[config.mk]
export PLATFORM = sky130hd
export DESIGN_NAME = solid_color_coverage_blend
export DESIGN_NICKNAME = d
export VERILOG_FILES = /design/src/sv/sccb_pkg.sv /design/src/sv/sccb_weight.sv /design/src/sv/sccb_lane.sv /design/src/sv/solid_color_coverage_blend.sv
export SDC_FILE = /design/constraint.sdc
export NUM_CORES = 2
export LEC_CHECK = 0
export ABC_AREA = 1
export BUFFER_PORTS_ARGS = -buffer_cell sky130_fd_sc_hd__clkbuf_2
export CORE_MARGIN = 1
export CORE_UTILIZATION = 50
export CTS_CLUSTER_DIAMETER = 50
export CTS_CLUSTER_SIZE = 16
export DETAILED_ROUTE_END_ITERATION = 8
export PLACE_DENSITY = 0.78
export SYNTH_ARGS = -nofsm -noshare
export SYNTH_HDL_FRONTEND = slang
export SYNTH_HIERARCHICAL = 1
export SYNTH_SLANG_ARGS = --single-unit
[constraint.sdc]
create_clock -name clk -period 9.4 [get_ports clk]
set_input_delay 0.47 -clock clk [delete_from_list [all_inputs] [get_ports clk]]
set_output_delay 0.47 -clock clk [all_outputs]
set_load 0.02 [all_outputs]
[src/sv/sccb_pkg.sv]
// ----------------------------------------------------------------------------
// sccb_pkg: shared types and constants for the solid color coverage blend
// Widths, register map codes, opacity scaling table, pipeline enable bundle.
// ----------------------------------------------------------------------------
package sccb_pkg;

  localparam int CHAN_W       = 8;
  localparam int NUM_LANES    = 4;
  localparam int ALPHA_LEVELS = 256;
  localparam int ALPHA_SHIFT  = 6;
  localparam int ALPHA_MUL    = 505;
  localparam int ALPHA_DIV    = 1000;
  localparam int DIFF_SHIFT   = 2;
  localparam int SCALE_W      = 15;   // scaled opacity, max 16448
  localparam int WEIGHT_W     = 14;   // per-pixel weight, max 16383
  localparam int DIFF_W       = 11;   // (d - c) << 2, signed
  localparam int PROD_W       = DIFF_W + WEIGHT_W + 1;
  localparam int PROD_SHIFT   = 16;
  localparam int RES_W        = PROD_W - PROD_SHIFT;  // signed quotient
  localparam int SUM_W        = 11;   // d - q, signed

  localparam logic [7:0] ALPHA_RESET = 8'hFF;

  // Register map, decoded on paddr[2]
  typedef enum logic {
    REG_COLOR = 1'b0,
    REG_ALPHA = 1'b1
  } reg_sel_t;

  typedef logic [SCALE_W-1:0] scale_tab_t [ALPHA_LEVELS];

  // s = (a << 6) + floor(505 * a / 1000), built at elaboration
  function automatic scale_tab_t build_scale_tab();
    scale_tab_t tab;
    for (int i = 0; i < ALPHA_LEVELS; i++) begin
      tab[i] = SCALE_W'((i << ALPHA_SHIFT) + (ALPHA_MUL * i) / ALPHA_DIV);
    end
    return tab;
  endfunction

  localparam scale_tab_t SCALE_TAB = build_scale_tab();

  // Per-stage load enables of the blend pipeline
  typedef struct packed {
    logic en2;
    logic en3;
    logic en4;
  } pipe_en_t;

endpackage

[src/sv/sccb_weight.sv]
// ----------------------------------------------------------------------------
// sccb_weight: per-pixel blend weight
// w = (coverage * s) >> 8, registered; shared by all channel lanes.
// ----------------------------------------------------------------------------
module sccb_weight import sccb_pkg::*; (
  input  logic                clk,
  input  logic                en,
  input  logic [CHAN_W-1:0]   coverage,
  input  logic [SCALE_W-1:0]  scale,
  output logic [WEIGHT_W-1:0] weight
);

  logic [CHAN_W+SCALE_W-1:0] prod;
  logic [WEIGHT_W-1:0]       weight_r;

  assign prod   = {{SCALE_W{1'b0}}, coverage} * {{CHAN_W{1'b0}}, scale};
  assign weight = weight_r;

  always_ff @(posedge clk) begin
    if (en) begin
      weight_r <= prod[CHAN_W +: WEIGHT_W];
    end
  end

endmodule

[src/sv/sccb_lane.sv]
// ----------------------------------------------------------------------------
// sccb_lane: one channel of the blend
// Difference, signed product with the weight, floor shift, subtract, clamp.
// ----------------------------------------------------------------------------
module sccb_lane import sccb_pkg::*; (
  input  logic                clk,
  input  pipe_en_t            pen,
  input  logic [CHAN_W-1:0]   dst,
  input  logic [CHAN_W-1:0]   color,
  input  logic [WEIGHT_W-1:0] weight,
  output logic [CHAN_W-1:0]   result
);

  logic signed [DIFF_W-1:0] diff4_r, diff4_nxt;
  logic [CHAN_W-1:0]        d2_r, d3_r;
  logic signed [PROD_W-1:0] prod_r;
  logic signed [RES_W-1:0]  quot;
  logic signed [SUM_W-1:0]  sum;

  assign diff4_nxt = ($signed({{(DIFF_W-CHAN_W){1'b0}}, dst})
                    - $signed({{(DIFF_W-CHAN_W){1'b0}}, color})) <<< DIFF_SHIFT;

  always_ff @(posedge clk) begin
    if (pen.en2) begin
      diff4_r <= diff4_nxt;
      d2_r    <= dst;
    end
    if (pen.en3) begin
      prod_r <= PROD_W'(diff4_r) * $signed({1'b0, weight});
      d3_r   <= d2_r;
    end
  end

  // Arithmetic shift gives the floor
  assign quot = prod_r[PROD_W-1:PROD_SHIFT];
  assign sum  = $signed({{(SUM_W-CHAN_W){1'b0}}, d3_r})
              - $signed({{(SUM_W-RES_W){quot[RES_W-1]}}, quot});

  always_comb begin
    if (sum < 0) begin
      result = '0;
    end else if (sum > $signed(SUM_W'(255))) begin
      result = '1;
    end else begin
      result = sum[CHAN_W-1:0];
    end
  end

endmodule

[src/sv/solid_color_coverage_blend.sv]
// ----------------------------------------------------------------------------
// solid_color_coverage_blend: blend pixels toward a solid color by coverage
// Four channel lanes behind a shared weight unit, merged into one result.
// ----------------------------------------------------------------------------
// Each input transaction carries one destination pixel (four bytes) and a
// coverage byte; each output transaction carries the blended pixel. The
// block takes one transaction per clock while the output is not stalled,
// set by a fully pipelined datapath in which no item holds a shared unit
// past its own stage. There are four register stages: input register,
// weight multiply (coverage times scaled opacity) alongside the per-lane
// color difference, lane product, then clamp into the output register. The
// accepting edge sets v1_r, and the valid bit then moves through v2_r and
// v3_r into out_valid_r, which drives out_tvalid. Every stage has its own
// valid bit and loads whenever it is empty or its successor moves, so
// bubbles close up and input keeps flowing into empty stages while a
// result waits on the output. The opacity is scaled through a constant
// table when fill_alpha is written, so a pixel never sees the scaling
// arithmetic. Registers: 0x0 fill_color (byte k is the color for pixel
// byte k, reset 0), 0x4 fill_alpha (low 8 bits, reset 0xFF). Write
// registers only with no transaction in flight.
// ----------------------------------------------------------------------------
module solid_color_coverage_blend import sccb_pkg::*; (
  input  logic        clk,
  input  logic        rst_n,
  // input stream
  input  logic        in_tvalid,
  output logic        in_tready,
  input  logic [39:0] in_tdata,   // chan0_in, chan1_in, chan2_in, chan3_in, coverage
  // result stream
  output logic        out_tvalid,
  input  logic        out_tready,
  output logic [31:0] out_tdata,  // chan0_out, chan1_out, chan2_out, chan3_out
  // configuration
  input  logic        cfg_psel,
  input  logic        cfg_penable,
  input  logic        cfg_pwrite,
  input  logic [2:0]  cfg_paddr,
  input  logic [31:0] cfg_pwdata,
  output logic [31:0] cfg_prdata,
  output logic        cfg_pready
);

  // --- configuration registers ---
  logic [31:0]        color_r;
  logic [7:0]         alpha_r;
  logic [SCALE_W-1:0] scale_r;   // table lookup of alpha_r, kept in step
  logic               cfg_wr;
  reg_sel_t           cfg_sel;

  assign cfg_pready = 1'b1;
  assign cfg_wr     = cfg_psel && cfg_penable && cfg_pwrite;
  assign cfg_sel    = reg_sel_t'(cfg_paddr[2]);

  always_ff @(posedge clk) begin
    if (!rst_n) begin
      color_r <= '0;
      alpha_r <= ALPHA_RESET;
      scale_r <= SCALE_TAB[ALPHA_RESET];
    end else if (cfg_wr) begin
      unique case (cfg_sel)
        REG_COLOR: color_r <= cfg_pwdata;
        REG_ALPHA: begin
          alpha_r <= cfg_pwdata[7:0];
          scale_r <= SCALE_TAB[cfg_pwdata[7:0]];
        end
        default: ;
      endcase
    end
  end

  always_comb begin
    unique case (cfg_sel)
      REG_COLOR: cfg_prdata = color_r;
      REG_ALPHA: cfg_prdata = {24'b0, alpha_r};
      default:   cfg_prdata = '0;
    endcase
  end

  // --- pipeline flow control ---
  logic     v1_r, v2_r, v3_r, out_valid_r;
  logic     adv1, adv2, adv3, adv4;
  pipe_en_t pen;

  assign adv4 = !out_valid_r || out_tready;
  assign adv3 = !v3_r || adv4;
  assign adv2 = !v2_r || adv3;
  assign adv1 = !v1_r || adv2;

  assign pen.en2 = adv2;
  assign pen.en3 = adv3;
  assign pen.en4 = adv4;

  assign in_tready  = adv1;
  assign out_tvalid = out_valid_r;

  always_ff @(posedge clk) begin
    if (!rst_n) begin
      v1_r        <= 1'b0;
      v2_r        <= 1'b0;
      v3_r        <= 1'b0;
      out_valid_r <= 1'b0;
    end else begin
      if (adv1) v1_r        <= in_tvalid;
      if (adv2) v2_r        <= v1_r;
      if (adv3) v3_r        <= v2_r;
      if (adv4) out_valid_r <= v3_r;
    end
  end

  // --- stage 1: input register ---
  logic [CHAN_W-1:0] dst_r [NUM_LANES];
  logic [CHAN_W-1:0] cov_r;

  always_ff @(posedge clk) begin
    if (adv1) begin
      for (int k = 0; k < NUM_LANES; k++) begin
        dst_r[k] <= in_tdata[k*CHAN_W +: CHAN_W];
      end
      cov_r <= in_tdata[NUM_LANES*CHAN_W +: CHAN_W];
    end
  end

  // --- stage 2: weight, shared by the lanes ---
  logic [WEIGHT_W-1:0] weight;

  sccb_weight u_weight (
    .clk      (clk),
    .en       (pen.en2),
    .coverage (cov_r),
    .scale    (scale_r),
    .weight   (weight)
  );

  // --- stages 2..3: channel lanes ---
  logic [CHAN_W-1:0] lane_res [NUM_LANES];

  for (genvar g = 0; g < NUM_LANES; g++) begin : g_lane
    sccb_lane u_lane (
      .clk    (clk),
      .pen    (pen),
      .dst    (dst_r[g]),
      .color  (color_r[g*CHAN_W +: CHAN_W]),
      .weight (weight),
      .result (lane_res[g])
    );
  end

  // --- stage 4: merge lanes into the output register ---
  logic [31:0] out_data_r;

  always_ff @(posedge clk) begin
    if (pen.en4) begin
      for (int k = 0; k < NUM_LANES; k++) begin
        out_data_r[k*CHAN_W +: CHAN_W] <= lane_res[k];
      end
    end
  end

  assign out_tdata = out_data_r;

endmodule
==> impl_metrics.py <==
metrics = {
    "global_route": {
        "gr-total-overflow": 0,
        "grt.total_usage_pct": 23.06,
        "grt_pass1_wl_um": 130100,
        "grt_max_degree": 75,
        "grt_pass1_vias": 27164,
        "grt_antenna_before_repair": 2,
    },
    "cells_and_area": {
        "multi_input_area_um2": 21920,
        "drive_above_1_share_pct": 8.412,
        "n_fill_cell": 6055,
        "diodes": 0,
        "nets": 5047,
        "regArea_um2": 7948,
        "syn2layout_area_growth_pct": 7.627,
        "fin_util_pct": 54.58,
    },
    "placed_design": {
        "dp_hpwl_um": 59370,
        "io_buffers": 145,
        "gp_congestion": 0.9363,
    },
    "floorplanning": {
        "ios": 149,
        "die_w_um": 263.7,
        "start_util_pct": 50.71,
        "die_h_um": 263.7,
        "core_um2": 67510,
        "num_rows": 95,
        "die_area_um2": 69520,
    },
    "clock_tree": {
        "clockBufferDepth": 3,
        "clk_latency_ns": 0.56,
        "cts_hold_buffers": 0,
        "cts_tree": "done",
        "htreeDepth": 2,
        "clkTransAtPathRegs_ns": 0.06,
        "post_cts_buffers": 0,
        "cts-resized-gates": 0,
        "cts_buffers": 36,
        "root_buffer": "clkbuf_16",
        "cts.sinks": 284,
    },
    "critical_path": {
        "crit_chain": "inv_1 -> nor2_1 -> fa_1 -> inv_1 -> fa_1 -> inv_1 -> fa_1 -> inv_1 -> fa_1 -> inv_1 -> ha_1 -> ha_1 -> nand2_1 -> nor2_1 -> nor2_1 -> nor2_1 -> a211oi_1 -> nand2_1 -> nand2_1 -> nand2_1",
        "cp.required_ns": 9.70,
        "cp_num_buf_inv": 5,
        "path_delay_family": "adder cells",
        "path_common_cell": "inv_1",
        "cp_slowest_stage_delay_ns": 0.57,
        "arrival_ns": 5.63,
        "endpoint_kind": "register",
        "crit_path_top_delay_cell": "fa_1",
        "r2r_slack_ns": 4.07,
        "cp-start-kind": "register",
        "worstSetupPathType": "reg -> reg",
        "crit_fanout": 14,
    },
    "timing": {
        "setup_tns_ns": 0,
        "hold_violations": 0,
        "slew_headroom_pct": 26.91,
        "finClkSkew_ns": 0.02899,
        "setup_violations": 0,
        "rsz0062_at_grt": "no",
        "period_needed_ns": 5.332,
        "tightestPinTransition_ns": 1.096,
        "clock.fmax_ghz": 0.1876,
        "drv_slew": 0,
        "period_share_pct": 56.72,
    },
    "drt": {
        "wl_um": 77740,
        "drt-pass1-iter-count": 6,
        "vias": 26146,
        "wl_per_cell_um": 15.26,
        "drc": 0,
        "ant_nets": 0,
        "vias_per_cell": 5.134,
        "drt_iter0_markers": 1739,
    },
    "yosys": {
        "syn-cell-area_um2": 34240,
        "ys_seq_elements": 284,
        "synth_area_leaders": "fa_1 (25%), edfxtp_1 (20%), ha_1 (13%)",
        "yosysWarnings": 6,
        "ys_seq_area_share_pct": 23.21,
        "synthCells": 4132,
        "synthesis.nets": 4985,
        "synth_top_area_cell": "fa_1",
        "ys_types": 53,
        "syn_avg_cell_area_um2": 8.286,
        "synth_top_area_share_pct": 24.56,
    },
    "run_status": {
        "status": "complete, no violations",
    },
    "run": {
        "max_cap_viol_count": 0,
    },
    "hold_path": {
        "hold_class": "in -> reg",
    },
}
state kept, by name, summed over array words and instances (netlist names):
name / flops
alpha_r: 8
v2_r: 1
g_lane.u_lane/d3_r: 32
g_lane.u_lane/prod_r: 40
dst_r: 32
color_r: 32
g_lane.u_lane/d2_r: 32
out_tdata: 32
out_tvalid: 1
u_weight/weight: 14
v3_r: 1
v1_r: 1
cov_r: 8
scale_r: 14
g_lane.u_lane/diff4_r: 36
layer usage:
metal,GRT usage (%),routed length (um),vias up
li1,-,-,12621
met1,28.24,31580,12480
met2,39.91,37500,866
met3,4.474,5869,177
met4,9.104,2781,2
met5,0,13,-
per-stage QoR:
stage | hold WS, ns | setup WS (ns) | cells | cell area, um2
after floorplan | 0.4003 | 4.573 | 4132 | 34240
after global placement | 0.4017 | 4.132 | 5029 | 35590
after detailed placement | 0.4045 | 4.122 | 5029 | 35590
after CTS | 0.05643 | 4.107 | 5093 | 36850
after global routing | 0.06509 | 3.798 | 5093 | 36850
final | 0.08570 | 4.068 | 5093 | 36850
cells by family after synthesis:
kind of cell	Yosys count	share of synthesized area, %
adders and majority gates	771	37.39
other	1	0.01095
AOI/OAI and AO/OA	342	5.745
DFF	284	23.21
and+or+nand+nor	1500	18.23
buffers and inverters	1141	12.79
xor gates and xnor gates	93	2.620
path summary, 6_finish.rpt:
kind / startpoint / endpoint / depth (start not counted)
worst max-delay path: g_lane[0].u_lane/diff4_r[10]$_DFFE_PP_ / g_lane[0].u_lane/prod_r[23]$_DFFE_PP_ / 20
worst min-delay path: in_tdata[21] / dst_r[2][5]$_DFFE_PP_ / 1
worst max register to register: g_lane[0].u_lane/diff4_r[10]$_DFFE_PP_ / g_lane[0].u_lane/prod_r[23]$_DFFE_PP_ / 20
worst min register to register: g_lane[1].u_lane/d2_r[1]$_DFFE_PP_ / g_lane[1].u_lane/d3_r[1]$_DFFE_PP_ / 0
final cells by class:
type,count,share of cell area (%)
Sequential cell,284,21.57
Tap cell,873,2.964
Clock buffer,38,2.523
Clock inverter,26,0.9032
Inverter,1001,10.20
Multi-Input combinational cell,2707,59.48
Timing Repair Buffer,164,2.357
placed cells by master (no fill, tap or decap), types with 4 or more instances in the layout:
master	n
nand2_1	1025
inv_1	984
fa_1	420
ha_1	351
edfxtp_1	226
nor2_1	216
a21oi_1	180
clkbuf_2	145
nand3_1	134
o21ai_0	81
xor2_1	65
dfxtp_1	58
clkbuf_16	37
nand2_2	35
nor3_1	24
xnor2_1	23
buf_4	19
inv_2	16
o21bai_1	15
o211ai_1	12
or2_2	11
nand4_1	10
nand2_4	9
o21ai_1	9
a21o_1	9
nand3_2	7
nor2_2	6
o21ai_2	6
inv_6	6
inv_8	6
o21ai_4	6
a21oi_2	5
a211oi_1	5
a31oi_1	4
clkinv_8	4
nor3_2	4
xor2_4	4
synth_stat cells, drive strengths merged:
cell and count:
a211oi 5, a21boi 2, a21o 11, a21oi 185
a31oi 4, and2 3, buf 27, clkbuf 113
conb 1, dfxtp 58, edfxtp 226, fa 420
ha 351, inv 1001, nand2 1069, nand3 141
nand3b 1, nand4 13, nor2 227, nor3 28
nor4 5, o211ai 12, o21a 1, o21ai 102
o21bai 18, o31ai 2, or2 13, xnor2 23
xor2 70
Power is not shown: default switching activity piles up to over one toggle a cycle in this logic, so the estimate is an artifact.
